$ cat config.mk
export PLATFORM = sky130hd
export DESIGN_NAME = edge_grid_bucket_router
export DESIGN_NICKNAME = d
export VERILOG_FILES = /design/src/rtl/egbr_pkg.sv /design/src/rtl/egbr_ram.sv /design/src/rtl/egbr_csr.sv /design/src/rtl/egbr_band.sv /design/src/rtl/egbr_slot.sv /design/src/rtl/edge_grid_bucket_router.sv
export SDC_FILE = /design/constraint.sdc
export NUM_CORES = 2
export LEC_CHECK = 0
export BUFFER_PORTS_ARGS = -buffer_cell sky130_fd_sc_hd__buf_2
export CORE_UTILIZATION = 30
export DETAILED_ROUTE_END_ITERATION = 10
export PLACE_DENSITY_LB_ADDON = 0.15
export SYNTH_ARGS = -nofsm -noshare
export SYNTH_HDL_FRONTEND = slang
export SYNTH_SLANG_ARGS = --single-unit
$ cat constraint.sdc
create_clock -name clock -period 10.8 [get_ports clock]
set_input_delay 0.54 -clock clock [delete_from_list [all_inputs] [get_ports clock]]
set_output_delay 0.54 -clock clock [all_outputs]
set_load 0.01 [all_outputs]
$ cat src/rtl/egbr_pkg.sv
package egbr_pkg;

   localparam int MAX_BANDS      = 8;
   localparam int VERTEX_BITS    = 32;
   localparam int COUNT_BITS     = 32;
   localparam int NUM_BOUNDS     = MAX_BANDS - 1;
   localparam int NUM_BUCKETS    = MAX_BANDS * MAX_BANDS;
   localparam int BOUND_SEL_BITS = $clog2(NUM_BOUNDS);

   // field widths fixed by the interface
   localparam int GRID_BITS      = 4;
   localparam int BAND_BITS      = 3;
   localparam int BUCKET_BITS    = 6;
   localparam int SLOT_BITS      = 32;
   localparam int CSR_INDEX_BITS = 4;
   localparam int CSR_DATA_BITS  = 32;

   localparam logic [CSR_INDEX_BITS-1:0] CSR_GRID_SIZE   = CSR_INDEX_BITS'(0);
   localparam logic [CSR_INDEX_BITS-1:0] CSR_BOUND_FIRST = CSR_INDEX_BITS'(1);
   localparam logic [CSR_INDEX_BITS-1:0] CSR_BOUND_LAST  = CSR_INDEX_BITS'(NUM_BOUNDS);

   typedef struct packed {
      logic [VERTEX_BITS-1:0] tail;
      logic [VERTEX_BITS-1:0] head;
      logic                   start_round;
   } req_type;

   typedef struct packed {
      logic [VERTEX_BITS-1:0] edge_tail;
      logic [VERTEX_BITS-1:0] edge_head;
      logic [BAND_BITS-1:0]   row_band;
      logic [BAND_BITS-1:0]   col_band;
      logic [BUCKET_BITS-1:0] bucket;
      logic [SLOT_BITS-1:0]   slot;
      logic                   slot_overflow;
   } rsp_type;

   // grid holds the effective band count, already limited to 1..MAX_BANDS
   typedef struct packed {
      logic [GRID_BITS-1:0]                    grid;
      logic [NUM_BOUNDS-1:0][VERTEX_BITS-1:0] boundary;
   } cfg_type;

   typedef struct packed {
      logic [VERTEX_BITS-1:0] tail;
      logic [VERTEX_BITS-1:0] head;
      logic                   start_round;
      logic [BAND_BITS-1:0]   row_band;
      logic [BAND_BITS-1:0]   col_band;
      logic [BUCKET_BITS-1:0] bucket;
   } stage_type;

   typedef struct packed {
      logic                   fire;
      logic                   start_round;
      logic [BUCKET_BITS-1:0] bucket;
   } slot_ctl_type;

endpackage

$ cat src/rtl/egbr_ram.sv
module egbr_ram #(
   parameter int WIDTH = 32,
   parameter int DEPTH = 64,
   localparam int ADDR_BITS = $clog2(DEPTH)
) (
   input  logic                 clock,
   input  logic                 wr_en,
   input  logic [ADDR_BITS-1:0] wr_addr,
   input  logic [WIDTH-1:0]     wr_data,
   input  logic [ADDR_BITS-1:0] rd_addr,
   output logic [WIDTH-1:0]     rd_data
);

   logic [WIDTH-1:0] mem_ff [DEPTH];
   logic [WIDTH-1:0] rd_data_ff;

   always_ff @(posedge clock) begin
      if (wr_en) begin
         mem_ff[wr_addr] <= wr_data;
      end
      rd_data_ff <= mem_ff[rd_addr];
   end

   assign rd_data = rd_data_ff;

endmodule

$ cat src/rtl/egbr_csr.sv
module egbr_csr (
   input  logic                                clock,
   input  logic                                reset,
   input  logic                                csr_valid,
   output logic                                csr_ready,
   input  logic [egbr_pkg::CSR_INDEX_BITS-1:0] csr_index,
   input  logic [egbr_pkg::CSR_DATA_BITS-1:0]  csr_data,
   output egbr_pkg::cfg_type                   cfg
);
   import egbr_pkg::*;

   cfg_type                   cfg_ff;
   cfg_type                   cfg_in;
   logic [GRID_BITS-1:0]      grid_raw;
   logic [GRID_BITS-1:0]      grid_eff;
   logic [BOUND_SEL_BITS-1:0] bound_sel;

   assign csr_ready = 1'b1;
   assign grid_raw  = csr_data[GRID_BITS-1:0];
   assign bound_sel = BOUND_SEL_BITS'(csr_index - CSR_BOUND_FIRST);

   // zero reads as one band, anything above the maximum as the maximum
   always_comb begin
      if (grid_raw == '0) begin
         grid_eff = GRID_BITS'(1);
      end else if (grid_raw > GRID_BITS'(MAX_BANDS)) begin
         grid_eff = GRID_BITS'(MAX_BANDS);
      end else begin
         grid_eff = grid_raw;
      end
   end

   always_comb begin
      cfg_in = cfg_ff;
      if (csr_valid) begin
         case (csr_index) inside
            CSR_GRID_SIZE: begin
               cfg_in.grid = grid_eff;
            end
            [CSR_BOUND_FIRST:CSR_BOUND_LAST]: begin
               cfg_in.boundary[bound_sel] = VERTEX_BITS'(csr_data);
            end
            default: begin
            end
         endcase
      end
   end

   always_ff @(posedge clock) begin
      if (reset) begin
         cfg_ff.grid     <= GRID_BITS'(1);
         cfg_ff.boundary <= '0;
      end else begin
         cfg_ff <= cfg_in;
      end
   end

   assign cfg = cfg_ff;

endmodule

$ cat src/rtl/egbr_band.sv
module egbr_band (
   input  logic [egbr_pkg::VERTEX_BITS-1:0] vertex,
   input  egbr_pkg::cfg_type                cfg,
   output logic [egbr_pkg::BAND_BITS-1:0]   band
);
   import egbr_pkg::*;

   logic [NUM_BOUNDS-1:0] reached;
   logic                  running;

   always_comb begin
      for (int k = 0; k < NUM_BOUNDS; k++) begin
         reached[k] = (vertex >= cfg.boundary[k]);
      end
   end

   // band climbs through the run of reached boundaries from the bottom, up to grid - 1
   always_comb begin
      band    = '0;
      running = 1'b1;
      for (int k = 0; k < NUM_BOUNDS; k++) begin
         if (running && reached[k] && (GRID_BITS'(k + 1) < cfg.grid)) begin
            band = BAND_BITS'(k + 1);
         end else begin
            running = 1'b0;
         end
      end
   end

endmodule

$ cat src/rtl/egbr_slot.sv
module egbr_slot (
   input  logic                                clock,
   input  logic                                reset,
   input  logic [egbr_pkg::BUCKET_BITS-1:0]    rd_bucket,
   input  egbr_pkg::slot_ctl_type              ctl,
   output logic [egbr_pkg::COUNT_BITS-1:0]     slot_count,
   output logic                                slot_ovf
);
   import egbr_pkg::*;

   logic [COUNT_BITS-1:0]  ram_rdata;
   logic [NUM_BUCKETS-1:0] live_ff;
   logic [NUM_BUCKETS-1:0] live_in;
   logic                   wr_fire_ff;
   logic [BUCKET_BITS-1:0] wr_bucket_ff;
   logic [COUNT_BITS-1:0]  wr_data_ff;
   logic [COUNT_BITS-1:0]  cur_count;
   logic [COUNT_BITS-1:0]  next_count;
   logic                   fwd_hit;

   egbr_ram #(
      .WIDTH (COUNT_BITS),
      .DEPTH (NUM_BUCKETS)
   ) u_count_ram (
      .clock   (clock),
      .wr_en   (ctl.fire),
      .wr_addr (ctl.bucket),
      .wr_data (next_count),
      .rd_addr (rd_bucket),
      .rd_data (ram_rdata)
   );

   // the read in flight missed last cycle's write, so take that one directly
   assign fwd_hit = wr_fire_ff && (wr_bucket_ff == ctl.bucket);

   always_comb begin
      if (ctl.start_round) begin
         cur_count = '0;
      end else if (fwd_hit) begin
         cur_count = wr_data_ff;
      end else if (live_ff[ctl.bucket]) begin
         cur_count = ram_rdata;
      end else begin
         cur_count = '0;
      end
   end

   assign slot_ovf   = (cur_count == '1);
   assign next_count = slot_ovf ? cur_count : cur_count + COUNT_BITS'(1);
   assign slot_count = cur_count;

   always_comb begin
      live_in = live_ff;
      if (ctl.fire) begin
         if (ctl.start_round) begin
            live_in = '0;
         end
         live_in[ctl.bucket] = 1'b1;
      end
   end

   always_ff @(posedge clock) begin
      if (reset) begin
         live_ff    <= '0;
         wr_fire_ff <= 1'b0;
      end else begin
         live_ff    <= live_in;
         wr_fire_ff <= ctl.fire;
      end
   end

   always_ff @(posedge clock) begin
      wr_bucket_ff <= ctl.bucket;
      wr_data_ff   <= next_count;
   end

endmodule

$ cat src/rtl/edge_grid_bucket_router.sv
// Routes a stream of directed edges into a grid of up to 8 x 8 buckets. The tail
// picks the row band and the head the column band by comparison with the
// programmed boundaries; each transaction returns the bucket number and the
// edge's slot from a per-bucket 32-bit counter that saturates and flags
// overflow. One edge is taken per clock until back-pressure on rsp has filled
// the three stages, which each result passes in order: the input register, the
// band/bucket stage with the counter RAM read, and the counter update into the
// output register. Counters live in a 64-entry RAM with a valid flag per bucket,
// so reset and start_round clear them at once with no sweep. Write the
// boundaries and grid_size only while no edge is in flight.
module edge_grid_bucket_router (
   input  logic                                clock,
   input  logic                                reset,
   input  logic                                req_valid,
   output logic                                req_ready,
   input  egbr_pkg::req_type                   req_data,
   output logic                                rsp_valid,
   input  logic                                rsp_ready,
   output egbr_pkg::rsp_type                   rsp_data,
   input  logic                                csr_valid,
   output logic                                csr_ready,
   input  logic [egbr_pkg::CSR_INDEX_BITS-1:0] csr_index,
   input  logic [egbr_pkg::CSR_DATA_BITS-1:0]  csr_data
);
   import egbr_pkg::*;

   cfg_type                          cfg;
   logic                             s1_vld_ff;
   req_type                          s1_data_ff;
   logic                             s2_vld_ff;
   stage_type                        s2_data_ff;
   stage_type                        s1_stage;
   logic                             rsp_valid_ff;
   rsp_type                          rsp_data_ff;
   logic                             s2_fire;
   logic                             s1_adv;
   logic [BAND_BITS-1:0]             row_band;
   logic [BAND_BITS-1:0]             col_band;
   logic [BAND_BITS+GRID_BITS-1:0]   row_base;
   logic [BUCKET_BITS-1:0]           rd_bucket;
   slot_ctl_type                     slot_ctl;
   logic [COUNT_BITS-1:0]            slot_count;
   logic                             slot_ovf;

   egbr_csr u_csr (
      .clock     (clock),
      .reset     (reset),
      .csr_valid (csr_valid),
      .csr_ready (csr_ready),
      .csr_index (csr_index),
      .csr_data  (csr_data),
      .cfg       (cfg)
   );

   egbr_band u_row_band (
      .vertex (s1_data_ff.tail),
      .cfg    (cfg),
      .band   (row_band)
   );

   egbr_band u_col_band (
      .vertex (s1_data_ff.head),
      .cfg    (cfg),
      .band   (col_band)
   );

   assign s2_fire   = s2_vld_ff && (!rsp_valid_ff || rsp_ready);
   assign s1_adv    = !s2_vld_ff || s2_fire;
   assign req_ready = !s1_vld_ff || s1_adv;

   assign row_base = (BAND_BITS + GRID_BITS)'(row_band) * (BAND_BITS + GRID_BITS)'(cfg.grid);

   always_comb begin
      s1_stage.tail        = s1_data_ff.tail;
      s1_stage.head        = s1_data_ff.head;
      s1_stage.start_round = s1_data_ff.start_round;
      s1_stage.row_band    = row_band;
      s1_stage.col_band    = col_band;
      s1_stage.bucket      = BUCKET_BITS'(row_base + (BAND_BITS + GRID_BITS)'(col_band));
   end

   // read for whichever edge sits in the counter stage next cycle
   assign rd_bucket = (s1_vld_ff && s1_adv) ? s1_stage.bucket : s2_data_ff.bucket;

   assign slot_ctl.fire        = s2_fire;
   assign slot_ctl.start_round = s2_data_ff.start_round;
   assign slot_ctl.bucket      = s2_data_ff.bucket;

   egbr_slot u_slot (
      .clock      (clock),
      .reset      (reset),
      .rd_bucket  (rd_bucket),
      .ctl        (slot_ctl),
      .slot_count (slot_count),
      .slot_ovf   (slot_ovf)
   );

   always_ff @(posedge clock) begin
      if (reset) begin
         s1_vld_ff    <= 1'b0;
         s2_vld_ff    <= 1'b0;
         rsp_valid_ff <= 1'b0;
      end else begin
         if (req_valid && req_ready) begin
            s1_vld_ff <= 1'b1;
         end else if (s1_adv) begin
            s1_vld_ff <= 1'b0;
         end
         if (s1_adv) begin
            s2_vld_ff <= s1_vld_ff;
         end
         if (s2_fire) begin
            rsp_valid_ff <= 1'b1;
         end else if (rsp_ready) begin
            rsp_valid_ff <= 1'b0;
         end
      end
   end

   always_ff @(posedge clock) begin
      if (req_valid && req_ready) begin
         s1_data_ff <= req_data;
      end
      if (s1_adv && s1_vld_ff) begin
         s2_data_ff <= s1_stage;
      end
      if (s2_fire) begin
         rsp_data_ff.edge_tail     <= s2_data_ff.tail;
         rsp_data_ff.edge_head     <= s2_data_ff.head;
         rsp_data_ff.row_band      <= s2_data_ff.row_band;
         rsp_data_ff.col_band      <= s2_data_ff.col_band;
         rsp_data_ff.bucket        <= s2_data_ff.bucket;
         rsp_data_ff.slot          <= SLOT_BITS'(slot_count);
         rsp_data_ff.slot_overflow <= slot_ovf;
      end
   end

   assign rsp_valid = rsp_valid_ff;
   assign rsp_data  = rsp_data_ff;

   a_fire_fills_output: assert property (@(posedge clock) disable iff (reset)
      s2_fire |=> rsp_valid_ff)
      else $error("counter stage fired but no result was presented");

   a_round_starts_at_zero: assert property (@(posedge clock) disable iff (reset)
      (s2_fire && s2_data_ff.start_round) |=>
         (rsp_data_ff.slot == '0) && !rsp_data_ff.slot_overflow)
      else $error("first edge of a round did not get slot zero");

   a_overflow_saturated: assert property (@(posedge clock) disable iff (reset)
      (rsp_valid_ff && rsp_data_ff.slot_overflow) |-> (rsp_data_ff.slot == '1))
      else $error("overflow flagged on a counter below its maximum");

   a_empty_takes_input: assert property (@(posedge clock) disable iff (reset)
      !s1_vld_ff |-> req_ready)
      else $error("input stalled with an empty input register");

endmodule

; Yosys cells after proc, flatten, opt, wreduce, memory -nomap -nowiden
; Memory sizes are Yosys's and may differ from the RTL's. A register that Yosys moved wholly into a read port is not among the register bits.
; Cells that the tools add are included.
; Widths: inputs -> output; s select.
[totals]
reg_bits = 585
ram_bits = 2048
input_bits = 106
out_inout_bits = 112
elab_cells = 161
n_memories = 1
[mem_list]
columns = memory, words, word_bits, rd, rd_clocked_by_memory_dff, wr, line
row1 = u_slot.u_count_ram.mem_ff, 64, 32, 1, 1, 1, egbr_ram.sv:14  ; logic [WIDTH-1:0] mem_ff [DEPTH];
[classes]
n_addsub = 3
n_mul = 1
order_cmp = 28
eq_ne = 2
n_mux = 48
bitwise = 2
n_reduce_logical = 45
[ops]
columns = op, n
row1 = $ge 32x32->1, 14
row2 = $bwmux 224, 1
row3 = $mux 32, 5
row4 = $mux 64, 2
row5 = $demux 32 s3, 1
row6 = $or 64x64->64, 1
row7 = $mux 3, 12
row8 = $logic_and 1x1->1, 33
row9 = $add 32x1->32 const B, 1
row10 = $eq 32x32->1 const B, 1
row11 = $mux 1, 22
row12 = $lt 3x4->1 const A, 4
row13 = $logic_not 4->1, 2
row14 = $lt 2x4->1 const A, 2
row15 = $mux 4, 2
row16 = $lt 6x7->1 const B, 1
row17 = $add 6x3->6, 1
row18 = $bmux 1 s6, 1
row19 = $demux 1 s6, 1
row20 = $eq 6x6->1, 1
row21 = $ge 6x1->1 const B, 1
row22 = $mul 3x4->6, 1
row23 = $mux 6, 1
row24 = $ge 4x1->1 const B, 1
row25 = 12 further kinds, 17

; Logic depth before layout (Yosys ltp)
[depth]
ltp_word = 24
depth_mapped = 28
ltp_nobuf = 26

; Modules after synthesis
; From an unflattened synthesis, not the netlist that was laid out.
[unflattened]
hier_cells = 6655
area_unflattened_um2 = 112246.4
[modules_own_cells]
columns = module, n_inst, cells_each, area_each_um2, seq_area_each_um2
row1 = egbr_ram, 1, 3324, 78515.3, 62139.6
row2 = egbr_csr, 1, 792, 8906.0, 4564.4
row3 = edge_grid_bucket_router, 1, 317, 8104.0, 7597.3
row4 = egbr_band (u_col_band), 1, 799, 5660.4, 0.0
row5 = egbr_band (u_row_band), 1, 799, 5644.2, 0.0
row6 = egbr_slot, 1, 624, 5416.4, 2062.0

; Least setup slack after synthesis
; OpenSTA, ideal clock, no wires.
[synth_path]
kind = flip-flop to flip-flop
from = reg s2_data_ff[0] (netlist name)
to = mem u_slot.u_count_ram.mem_ff[0][29], data pin
setup_ns = 0.573
arrival_time_ns = 5.619
required_ns = 10.227
slack_ns = 4.608
path_stages_with_launch = 19
path_buffers = 3
synth_period_minus_slack_ns = 6.192
cell_sequence = edfxtp_1 buf_6 buf_12 mux2_4 a221oi_2 o22ai_2 a211oi_4 buf_6 a21oi_2 a22oi_1 nor2_1 ha_1 and4_1 o221ai_1 a2111oi_2 a31o_4 nor3_4 nand4b_1 xnor2_1
[synth_via]
elab_chain_cells = 7
elab_cells_between_ends = 10
classes_between = 1 x add/sub / 2 x eq/ne / 6 x mux / 1 x reduce/logical
[synth_rtl]
columns = element, line
row1 = from (decl), edge_grid_bucket_router.sv:31  ; stage_type s2_data_ff;
row2 = from (signal assigned), edge_grid_bucket_router.sv:125  ; s2_data_ff <= s1_stage;
row3 = $bmux 1 s6, egbr_slot.sv:41  ; end else if (live_ff[ctl.bucket]) begin
row4 = $mux 1 (not written as such), egbr_slot.sv:41
row5 = $mux 32, egbr_slot.sv:41
row6 = $mux 32 *, egbr_slot.sv:39  ; end else if (fwd_hit) begin
row7 = $mux 32 *, egbr_slot.sv:37  ; if (ctl.start_round) begin
row8 = via slot_count[0], edge_grid_bucket_router.sv:42  ; logic [COUNT_BITS-1:0] slot_count;
row9 = $add 32x1->32 / $eq 32x32->1 (equally long branches), "egbr_slot.sv:49, egbr_slot.sv:48"
row10 = $mux 32 *, egbr_slot.sv:49  ; assign next_count = slot_ovf ? cur_count : cur_count + COUNT_BITS'(1);
row11 = via u_slot.next_count[29], egbr_slot.sv:18  ; logic [COUNT_BITS-1:0] next_count;
row12 = to (decl), egbr_ram.sv:14
; The timed path passes the listed nets; every way through them passes the cells marked *. The select of a mux whose other input is x is not followed.

; Final worst setup path
[layout_path]
from = reg s1_data_ff[14] (netlist name)
to = reg u_slot.u_count_ram.rd_data_ff[21] (netlist: u_slot.u_count_ram.rd_data[21]), read port of u_slot.u_count_ram.mem_ff
[layout_via]
elab_chain_cells = 23
elab_cells_between_ends = 35
classes_between = 1 x add/sub / 7 x order compare / 14 x mux / 13 x reduce/logical
[layout_rtl]
columns = element, line
row1 = from (decl), edge_grid_bucket_router.sv:29  ; req_type s1_data_ff;
row2 = from (signal assigned), edge_grid_bucket_router.sv:122  ; s1_data_ff <= req_data;
row3 = $ge 32x32->1, egbr_band.sv:13  ; reached[k] = (vertex >= cfg.boundary[k]);
row4 = $logic_and 1x1->1, egbr_band.sv:22  ; if (running && reached[k] && (GRID_BITS'(k + 1) < cfg.grid)) begin
row5 = $mux 1, egbr_band.sv:22
row6 = $logic_and 1x1->1 (2 in series), egbr_band.sv:22
row7 = $mux 1, egbr_band.sv:22
row8 = $logic_and 1x1->1 (2 in series), egbr_band.sv:22
row9 = $mux 1, egbr_band.sv:22
row10 = $logic_and 1x1->1 (2 in series), egbr_band.sv:22
row11 = [3 not listed], -
row12 = $mux 1, egbr_band.sv:22
row13 = $logic_and 1x1->1 (2 in series), egbr_band.sv:22
row14 = $mux 1, egbr_band.sv:22
row15 = $logic_and 1x1->1 (2 in series), egbr_band.sv:22
row16 = $mux 3 *, egbr_band.sv:22
row17 = via col_band[2], edge_grid_bucket_router.sv:38  ; logic [BAND_BITS-1:0] col_band;
row18 = $add 6x3->6 *, edge_grid_bucket_router.sv:79  ; s1_stage.bucket = BUCKET_BITS'(row_base + (BAND_BITS + GRID_BITS)'(col_band));
row19 = $mux 6 *, edge_grid_bucket_router.sv:83  ; assign rd_bucket = (s1_vld_ff && s1_adv) ? s1_stage.bucket : s2_data_ff.bucket;
row20 = to (decl), egbr_ram.sv:15  ; logic [WIDTH-1:0] rd_data_ff;
; The timed path passes the listed nets; every way through them passes the cells marked *.
; A chain may end at the register's enable or synchronous reset.

==> impl_metrics.toml <==
[floorplan]
io_pins = 218
rows = 222
die_x_um = 610
core_area_mm2 = 0.367
initial_core_util = 0.302
die_area_mm2 = 0.372
dieHeight_um = 610

[clock_network]
cts_resized = 0
cts_inserted_buffers = 311
clk_latency_ps = 950
htree_levels = 5
clk_pin_slew_worst_paths_ps = 60
post-cts-setup-buffers = 0
tritoncts = "yes"
clockRootBuffer = "clkbuf_16"
cts_buffer_depth = 4
cts.sinks = 2665

[routing]
routed-via-count = 63330
wl_um = 356000
detail_route.first_pass.iterations = 6
drcViolationCount = 0
initialDrtViolationCount = 4734
routedWlPerCell_um = 28.7
vias_per_cell = 5.10
drtAntennaViolNets = 0

[sta]
holdWs_ps = 66.9
fin_crit_ps = 8840
fin_worst_skew_ps = 92.4
max_freq_mhz = 113
final.setup.worst_slack_ps = 1960
tns_ps = 0
final-max-slew-violation-count = 0
hold_viol = 0
slew_headroom = 0.208
setup_violations = 0
rsz0062_at_grt = "no"
tightest_slew_ps = 1180
timing.final.crit_share = 0.818

[placed_design]
placed_area_mm2 = 0.119
io_buffers = 216
gp_congestion = 0.832
dp_hpwl_um = 213000
post-place-cells = 11739
dp_slack_ps = 1830

[logic_synthesis]
synth_edf_count = 2299
synth_warnings = 0
syn_area_per_cell_um2 = 16.2
syn_area_mm2 = 0.111
ys_ff_latch = 2665
syn_nets = 7409
synthCells = 6839
synth-async-reset-ratio = 0
synth-seq-area-share = 0.689
synth_ff_type = "edfxtp_1"
yosysUniqueCellTypes = 93

[layout]
fin_area_mm2 = 0.130
drive_gt1_frac = 0.202
layout.cells.non_filler = 12408
fin_nets = 7898
n_fill_cell = 34782
final_util = 0.355
synthToLayoutAreaGrowth_pct = 17.5

[global_route]
antenna_found_initial = 9
grt.total_usage = 0.188
grt_max_degree = 107
gr-total-overflow = 0
first_global_vias = 64685
grt_pass1_wl_um = 500000

[pwr]
p_leak_nw = 43.2
power_mw = 23.2
peakVddDrop_v = 0.000109
p_per_area_mw_per_mm2 = 178

[critical_path]
critPathKind = "register to register"
critPathRequiredTime_ps = 11510
worstPathArrival_ps = 9550
startpoint_type = "register"
cp-end-kind = "register"
cp_max_fo = 45

[min_path]
worstHoldPathType = "input pin to register"

[run]
drv_cap = 0

[outcome]
outcome = "finished clean"
## timing repair
item                                    in CTS  in global routing
hold endpoints to repair                   215                  0
hold buffers                                92                  0
endpoints found under the setup margin       0                  0
## power breakdown
| part | switching, mW | leakage, nW | internal [mW] |
|---|---|---|---|
| Combinational | 0.930 | 14.3 | 0.572 |
| Clock | 4.32 | 4.85 | 6.05 |
| Sequential | 0.124 | 24.1 | 11.2 |
| Total | 5.37 | 43.2 | 17.9 |
## Yosys cell counts, types with 87 or more instances
cell | number | share of area
nor2_1 | 215 | 0.0073
a21o_1 | 185 | 0.013
nand4_1 | 87 | 0.0049
nand2_1 | 774 | 0.026
clkbuf_1 | 222 | 0.0075
dfxtp_1 | 366 | 0.066
inv_1 | 247 | 0.0084
edfxtp_1 | 2299 | 0.62
a211oi_1 | 142 | 0.0096
a21oi_1 | 475 | 0.021
mux4_2 | 521 | 0.11
and2_1 | 136 | 0.0077
ha_1 | 460 | 0.052
## worst max-delay path, cell delays in order, from the launching register on
cell and delay, ps:
edfxtp_1 750, ha_1 370, a21oi_1 130, nor2b_1 60, o21ai_0 490, o211ai_1 440, a211oi_1 970, o211ai_1 280
a2bb2oi_1 280, a21oi_1 90, and2_1 280, a22o_1 270, ha_1 400, mux2i_4 740, buf_12 420, buf_4 570
mux4_2 570, and2_1 160, a211oi_1 290, a31oi_1 70, a21oi_1 720, mux2i_1 170
## flip-flops by register name (all words and copies together) (netlist names)
register / count
u_csr.cfg: 228
s2_data_ff: 77
u_slot.u_count_ram.rd_data: 32
s2_vld_ff: 1
u_slot.wr_bucket_ff: 6
u_slot.live_ff: 64
s1_data_ff: 65
s1_vld_ff: 1
rsp_valid: 1
u_slot.u_count_ram.mem_ff: 2048
u_slot.wr_fire_ff: 1
u_slot.wr_data_ff: 32
rsp_data: 109
## cell type report
cell class                      instances  area [µm²]  share of cell area
Sequential cell                      2665       76400               0.587
Multi-Input combinational cell       3592       33000               0.254
Clock buffer                          404        8430              0.0648
Tap cell                             4816        6030              0.0463
Timing Repair Buffer                  510        3820              0.0293
Clock inverter                        165        1530              0.0117
Inverter                              248         938             0.00721
Antenna cell                            8        20.0            0.000154
## placed cells by master (no fill, tap or decap), types with 43 or more instances in the layout
master / instances
edfxtp_1: 2299
nand2_1: 773
mux4_2: 521
a21oi_1: 474
ha_1: 460
dfxtp_1: 366
clkbuf_16: 316
inv_1: 246
buf_2: 215
a21o_1: 185
buf_4: 179
nor2_1: 148
a211oi_1: 141
and2_1: 136
dlygate4sd3_1: 92
nand4_1: 87
a31oi_1: 71
clkbuf_1: 69
nor2_4: 65
a311oi_1: 64
clkinv_1: 61
o21ai_0: 53
mux2i_1: 50
clkinv_2: 45
nand3_1: 43
## logic make-up after synthesis
logic type,share of synthesized area
flip-flops,0.689
AND/OR/NAND/NOR,0.0583
AO/OA/AOI/OAI,0.0629
multiplexers,0.112
buffers and inverters,0.0211
adder cells (fa/ha/maj),0.0527
XOR/XNOR,0.00324
other,0.0000339
## metal layers
metal	routed length, µm	global-route usage	up-vias
li1	-	-	27722
met1	157000	0.254	33499
met2	172000	0.314	1648
met3	17200	0.0272	461
met4	10300	0.0531	0
met5	0	0	-
## worst paths after layout
| kind | to | depth (start not counted) | start | slack [ps] |
|---|---|---|---|---|
| worst max-delay path | u_slot.u_count_ram.rd_data[21]$_DFF_P_ | 21 | s1_data_ff[14]$_DFFE_PP_ | 1960 |
| worst max register to register | u_slot.u_count_ram.rd_data[21]$_DFF_P_ | 21 | s1_data_ff[14]$_DFFE_PP_ | 1960 |
| worst min register to register | rsp_data[39]$_DFFE_PP_ | 0 | s2_data_ff[6]$_DFFE_PP_ | 400 |
| worst min-delay path | u_csr.cfg[192]$_SDFFE_PP0P_ | 3 | csr_data[0] | 70 |
(Power assumes the default switching activity.)
